`src/hw/rtl/sdp_pkg.sv`:
```
// Shared types, widths and command codes for the slot duration profiler.
`default_nettype none
package sdp_pkg;

   localparam int TIME_BITS     = 48;
   localparam int SLOTS_DEFAULT = 64;

   localparam logic [1:0] CMD_START = 2'd0;
   localparam logic [1:0] CMD_END   = 2'd1;
   localparam logic [1:0] CMD_ROLL  = 2'd2;
   localparam logic [1:0] CMD_READ  = 2'd3;

   // one profiling slot, stored as a single memory word
   typedef struct packed {
      logic [TIME_BITS-1:0] start_time;
      logic [55:0]          open_accum;
      logic [31:0]          open_calls;
      logic [TIME_BITS-1:0] gap_min;
      logic [TIME_BITS-1:0] gap_max;
      logic                 seen;
      logic [31:0]          closed_calls;
      logic [55:0]          closed_elapsed;
      logic [39:0]          total_calls;
      logic [63:0]          total_ticks;
      logic [55:0]          hist_min;
      logic [55:0]          hist_max;
      logic [55:0]          hist_avg;
      logic                 hist_valid;
   } sdp_entry_type;

   // controller to datapath
   typedef struct packed {
      logic accept;
      logic rd_en;
      logic exec_wr;
      logic load_rsp;
      logic roll_calc;
      logic roll_wr;
      logic walk_next;
   } sdp_cmd_type;

   // datapath to controller
   typedef struct packed {
      logic [1:0] command;
      logic       rsp_free;
      logic       div_needed;
      logic       div_idle;
      logic       walk_last;
   } sdp_stat_type;

endpackage
`default_nettype wire

```
`src/hw/rtl/sdp_ctrl.sv`:
```
// Controller state machine that sequences item reads, writes and the rollover walk.
`default_nettype none
module sdp_ctrl
   import sdp_pkg::*;
(
   input  wire logic         clock,
   input  wire logic         reset,
   input  wire logic         req_valid,
   output logic              req_stall,
   input  wire sdp_stat_type stat,
   output sdp_cmd_type       cmd
);

   localparam logic [2:0] S_IDLE = 3'd0;
   localparam logic [2:0] S_RD   = 3'd1;
   localparam logic [2:0] S_EXEC = 3'd2;
   localparam logic [2:0] S_DIV  = 3'd3;
   localparam logic [2:0] S_WB   = 3'd4;

   logic [2:0] state_ff, state_in;

   // advance through read, execute and, on rollover, divide if needed and write back
   always_comb begin
      cmd      = '0;
      state_in = state_ff;
      case (state_ff)
         S_IDLE: begin
            if (req_valid) begin
               cmd.accept = 1'b1;
               state_in   = S_RD;
            end
         end
         S_RD: begin
            cmd.rd_en = 1'b1;
            state_in  = S_EXEC;
         end
         S_EXEC: begin
            case (stat.command)
               CMD_START, CMD_END: begin
                  cmd.exec_wr = 1'b1;
                  state_in    = S_IDLE;
               end
               CMD_READ: begin
                  if (stat.rsp_free) begin
                     cmd.load_rsp = 1'b1;
                     state_in     = S_IDLE;
                  end
               end
               default: begin
                  cmd.roll_calc = 1'b1;
                  state_in      = stat.div_needed ? S_DIV : S_WB;
               end
            endcase
         end
         S_DIV: begin
            if (stat.div_idle) state_in = S_WB;
         end
         S_WB: begin
            cmd.roll_wr = 1'b1;
            if (stat.walk_last) begin
               state_in = S_IDLE;
            end else begin
               cmd.walk_next = 1'b1;
               state_in      = S_RD;
            end
         end
         default: state_in = S_IDLE;
      endcase
   end

   always_ff @(posedge clock) begin
      if (reset) begin
         state_ff <= S_IDLE;
      end else begin
         state_ff <= state_in;
      end
   end

   assign req_stall = (state_ff != S_IDLE);

endmodule
`default_nettype wire

```
`config.mk`:
```
export PLATFORM = sky130hd
export DESIGN_NAME = sdp_ctrl
export DESIGN_NICKNAME = d
export VERILOG_FILES = /design/src/hw/rtl/sdp_pkg.sv /design/src/hw/rtl/sdp_ctrl.sv
export SDC_FILE = /design/constraint.sdc
export NUM_CORES = 1
export LEC_CHECK = 0
export ABC_AREA = 1
export BUFFER_PORTS_ARGS = -buffer_cell sky130_fd_sc_hd__buf_4
export CAP_MARGIN = 20
export CORE_AREA = 2 2 39 41
export DETAILED_ROUTE_END_ITERATION = 10
export DIE_AREA = 0 0 41 43
export PLACE_DENSITY_LB_ADDON = 0.2
export REMOVE_ABC_BUFFERS = 1
export SLEW_MARGIN = 20
export SYNTH_ARGS = -nofsm -noshare
export SYNTH_HDL_FRONTEND = slang
export SYNTH_SLANG_ARGS = --single-unit
```
`constraint.sdc`:
```
create_clock -name clock -period 1.17 [get_ports clock]
set_input_delay 0.117 -clock clock [delete_from_list [all_inputs] [get_ports clock]]
set_output_delay 0.117 -clock clock [all_outputs]
set_load 0.1 [all_outputs]
```
==> flow_summary_export.csv, run 1 <==
group,metric,value,unit
run_status,status,"finished, violations left",
run_status,violations,"setup timing",
synth,synth-seq-cells,3,
power_and_ir_drop,power_frac_comb,59.8,%
finish,multi_input_area,194,µm²
global_routing,first_global_vias,331,
clocking,cts_tree,"done",
synth,syn_inst,46,
finish,final_nets,79,
setup_path,path_max_fanout,6,
finish,antenna_cells,0,
global_routing,grt_first_pass_wirelength,1.23,mm
placement,portBuffers,16,
finish,finish.utilization,41.0,%
power_and_ir_drop,switching_share,48.3,%
power_and_ir_drop,ir_drop,0.491,mV
finish,regArea,66.3,µm²
power_and_ir_drop,p_leak,0.259,nW
power_and_ir_drop,total_power,0.784,mW
setup_path,end_kind,"output port",
sta,fmax,0.796,GHz
synth,synth_top_area_share,24.2,%
sta,setup_viol,6,
sta,slew_violations,0,
clocking,clock_sinks,3,
drt,ant_nets,0,
clocking,ctsLongestPathBuffers,2,
finish,syn_to_final_growth,129,%
finish,layout-drive-gt1-share,55.1,%
die,die_h,43,µm
power_and_ir_drop,p_clk_share,22.6,%
placement,routabilityCongestion,0.747,
synth,syn_area,248,µm²
sta,finalCritPeriodShare,107,%
die,num_rows,14,
placement,place_area,388,µm²
setup_path,start_kind,"flop",
die,io_pins,17,
drt,drc,0,
sta,worst_slack,-0.0859,ns
finish,nFillCells,146,
hold_path,hold_class,"in2reg",
setup_path,required,1.05,ns
synth,ys_warn_count,0,
finish,top_regs,"state_ff (3)",
die,core,0.00138,mm²
global_routing,grt_antenna_before_repair,0,
clocking,h-tree-depth,1,
synth,yosys-top-cells-area,"dfxtp_1 24%, nor2_1 20%, inv_1 15%",
finish,regMostFlops,"state_ff",
finish,largest_register_ff_count,3,
clocking,clkTransAtPathRegs,0.04,ns
synth,synth_top_area_cell,"dfxtp_1",
drt,wl_per_cell,8.67,µm
flow_run,drv_cap,0,
power_and_ir_drop,power_density,1380,mW/mm²
placement,dpl.cell_count,78,
die,start_util,17.9,%
synth,ys_seq_area_share,24.2,%
placement,dpl.hpwl,538,µm
power_and_ir_drop,p_sw,0.379,mW
clocking,ctsHoldBuffers,0,
drt,vias,340,
clocking,insertion_delay,0.23,ns
drt,routed_via_density,4.00,
drt,drt-total-wl,737,µm
global_routing,grt_max_degree,7,
global_routing,grt_overflow_total,0,
drt,drt_iter0_markers,1,
die,dieArea,0.00176,mm²
power_and_ir_drop,intPower,0.405,mW
finish,fin_area,568,µm²
sta,max-slew-margin-rel,86.6,%
drt,dr.pass1.iters,3,
clocking,cts_made_buffers,3,
setup_path,crit_type,"reg2out",
sta,hold_viol_final,0,
die,die_w,41,µm
setup_path,arrival,1.14,ns
sta,period_minus_slack,1.26,ns
finish,final_cells,85,
global_routing,grtUsageTotal,10.2,%
synth,synth.distinct_cells,13,
sta,finClkSkew,0.00133,ns
synth,synth_area_per_cell,5.39,µm²
clocking,cts_root_buf,"clkbuf_4",
sta,fin_setup_tns,-0.459,ns
sta,worst_pin_slew,0.201,ns
power_and_ir_drop,pwr-share-seq,17.5,%
sta,rsz0062_at_grt,"yes",
final timing paths:
| path | endpoint | cells past startpoint | slack (ns) | from |
|---|---|---|---|---|
| worst max-delay path | cmd[4] | 4 | -0.09 | state_ff[2] |
| worst min-delay path | state_ff[1] | 2 | 0.05 | reset |
| worst max register to register | state_ff[0] | 6 | 0.07 | state_ff[2] |
| worst min register to register | state_ff[1] | 3 | 0.56 | state_ff[2] |
repair_timing:
item                                    CTS  global route
pin swaps                                 3             4
buffers inserted                          2             1
endpoints found under the setup margin    8            11
resized for setup                        34             3
cell type report:
cell class,instances,share of cell area (%)
Inverter,11,7.27
Sequential cell,3,11.7
Tap cell,16,3.52
Multi-Input combinational cell,32,34.1
Clock buffer,4,4.63
Timing Repair Buffer,19,38.8
power by group through the flow:
| stage | clock (mW) | combinational (mW) | sequential [mW] |
|---|---|---|---|
| floorplan | 0 | 0.280 | 0.127 |
| global placement | 0 | 0.359 | 0.131 |
| detailed placement | 0 | 0.358 | 0.131 |
| CTS | 0.186 | 0.457 | 0.138 |
| global route | 0.197 | 0.497 | 0.140 |
| finish | 0.178 | 0.469 | 0.137 |
metrics by stage:
stage          setup WS, ns  hold WS, ns
2_1_floorplan         -1.50        0.186
3_3_place_gp         0.0404        0.296
3_5_place_dp         0.0268        0.299
4_1_cts             -0.0988       0.0450
5_1_grt              -0.150       0.0418
6_report            -0.0859       0.0517
kinds of logic (layout without fill, tap and decap cells):
| logic type | Yosys count | after routing | share of synthesized area, % |
|---|---|---|---|
| AND/OR/NAND/NOR | 29 | 29 | 52.5 |
| buffers and inverters | 11 | 34 | 16.7 |
| AO/OA/AOI/OAI | 3 | 3 | 6.56 |
| flip-flops | 3 | 3 | 24.2 |
worst max-delay path, cell delays in order, from the launching register on:
cell and delay, ns:
dfxtp_2 0.31, inv_2 0.12, nand3_4 0.14, nor2_4 0.15
buf_12 0.18
routing by layer:
metal / routed length [µm] / GRT usage [%]
met1: 311 / 12.8
met3: 45 / 3.14
met2: 381 / 15.6
met4: 0 / 4.00
met5: 0 / 0
synthesized netlist by cell type:
cell,number
nor2_1,13
inv_1,10
nand2_1,6
nand3_1,5
dfxtp_1,3
nor2_2,2
a21oi_1,1
a31oi_1,1
inv_2,1
nand2_2,1
nand3_2,1
nor3_1,1
o21ai_0,1
cell usage in the layout, fill, tap and decap left out, types with 2 or more instances in the layout:
cell type  synthesis  routed
inv_1             10       7
nand2_1            6       6
buf_4              0      11
nor2_1            13       9
inv_2              1       4
dfxtp_2            0       2
clkbuf_4           0       3
nand3_1            5       5
nor2_4             0       5
buf_12             0       5
buf_6              0       2
Note: power is estimated with default switching activity, not from simulation.
==> run 2: changes to the inputs <==
Settings changed: BUFFER_PORTS_ARGS -buffer_cell sky130_fd_sc_hd__buf_4 to -buffer_cell sky130_fd_sc_hd__buf_2.
==> run 2 against run 1 <==
The flow still finishes with violations (setup timing). Sequential power about the same. Clock-buffer cell count unchanged. Design area up 4.4%. Utilization up 1.8 points. Non-clock buffer count unchanged. First-iteration DRC count up 100%. Critical path depth unchanged. Final cell count unchanged. Via count up 4.7%. Global-route usage down 0.41 points.
==> flow_summary_export.csv, run 2 (synthesized netlist as in run 1, its figures left out) <==
group,metric,value,unit
run_status,status,"finished, violations left",
run_status,violations,"setup timing",
sta,worst_pin_slew,0.206,ns
sta,period_minus_slack,1.24,ns
setup_path,crit_type,"reg2out",
sta,hold_viol_final,0,
setup_path,path_max_fanout,4,
sta,worst_slack,-0.0699,ns
die,dieArea,0.00176,mm²
global_routing,grt_overflow_total,0,
power_and_ir_drop,power_density,1390,mW/mm²
die,num_rows,14,
sta,finalCritPeriodShare,106,%
hold_path,hold_class,"in2reg",
drt,ant_nets,0,
sta,hold_slack,0.0705,ns
die,die_w,41,µm
setup_path,end_kind,"output port",
sta,rsz0062_at_grt,"yes",
finish,fin_area,593,µm²
clocking,cts_made_buffers,3,
drt,drt-total-wl,752,µm
clocking,clock_sinks,3,
clocking,h-tree-depth,1,
sta,fmax,0.807,GHz
global_routing,grtUsageTotal,9.82,%
finish,final_nets,79,
finish,mostFrequentLayoutCells,"8 x nor2_1, 8 x buf_2, 8 x buf_12, 6 x inv_1, 6 x nand2_1",
placement,portBuffers,16,
global_routing,grt_antenna_before_repair,0,
global_routing,first_global_vias,324,
setup_path,required,1.05,ns
global_routing,grt_first_pass_wirelength,1.15,mm
flow_run,drv_cap,0,
clocking,cts_tree,"done",
drt,wl_per_cell,8.85,µm
setup_path,start_kind,"flop",
drt,vias,356,
die,core,0.00138,mm²
placement,dpl.cell_count,79,
finish,syn_to_final_growth,139,%
die,die_h,43,µm
sta,setup_viol,7,
hold_path,hold_depth,2,
clocking,cts_root_buf,"clkbuf_4",
clocking,ctsLongestPathBuffers,2,
finish,layout-drive-gt1-share,59.4,%
drt,drc,0,
finish,top_regs,"state_ff (3)",
finish,final_cells,85,
sta,slew_violations,0,
setup_path,ff2ff_path_depth,6,
setup_path,arrival,1.12,ns
global_routing,grt_max_degree,8,
finish,largest_register_ff_count,3,
die,io_pins,17,
sta,fin_setup_tns,-0.336,ns
clocking,clkTransAtPathRegs,0.04,ns
drt,drt_iter0_markers,2,
drt,routed_via_density,4.19,
power_and_ir_drop,p_leak,0.267,nW
placement,routabilityCongestion,0.740,
sta,max-slew-margin-rel,86.1,%
drt,dr.pass1.iters,3,
placement,place_area,475,µm²
die,start_util,17.9,%
clocking,insertion_delay,0.23,ns
finish,antenna_cells,0,
power_and_ir_drop,ir_drop,0.572,mV
sta,finClkSkew,0.000340,ns
finish,regMostFlops,"state_ff",
placement,dpl.hpwl,561,µm
## run 2: final timing paths
| path | startpoint | endpoint | slack [ns] |
|---|---|---|---|
| worst max-delay path | state_ff[0] | cmd[6] | -0.07 |
| worst min-delay path | reset | state_ff[2] | 0.07 |
| worst max register to register | state_ff[0] | state_ff[0] | 0.08 |
| worst min register to register | state_ff[2] | state_ff[1] | 0.60 |
## run 2: layout make-up
cell class | instances | area (µm²)
repair buffers | 19 | 226
multi-input cells | 32 | 208
fillers | 140 | 791
flip-flops and latches | 3 | 66.3
well taps | 16 | 20.0
inverters | 11 | 46.3
clock buffers | 4 | 26.3
## run 2: routing by layer
layer | up-vias | global-route usage [%] | routed length [µm]
met5 | - | 0 | 0
met4 | 0 | 8.00 | 0
met3 | 0 | 1.57 | 41
met2 | 12 | 16.3 | 409
met1 | 160 | 9.90 | 301
li1 | 184 | - | -
## run 2: metrics by stage
| step | total power, mW | utilization [%] | setup WS, ns |
|---|---|---|---|
| floorplan | 0.407 | - | -1.50 |
| global placement | 0.568 | 34.4 | 0.0398 |
| detailed placement | 0.569 | 34.4 | 0.0210 |
| CTS | 0.802 | 40.6 | -0.121 |
| global route | 0.863 | 42.9 | -0.113 |
| finish | 0.825 | 42.9 | -0.0699 |
## run 2: repair_timing
action,4_1_cts,5_1_grt
gates resized for setup,19,6
buffers inserted,0,2
hold buffers,0,0
pin swaps,4,6
setup endpoints to repair,7,8
## run 2: worst max-delay path: stages (launching register included)
cell and delay, ns:
dfxtp_2 0.34, nor2_4 0.14, nand2_2 0.11, nor2_4 0.12, buf_12 0.18
## run 2: report_power, final
| group | switching [mW] | internal [mW] | leakage (nW) |
|---|---|---|---|
| Combinational | 0.324 | 0.182 | 0.226 |
| Clock | 0.0539 | 0.128 | 0.0150 |
| Sequential | 0.0199 | 0.117 | 0.0261 |
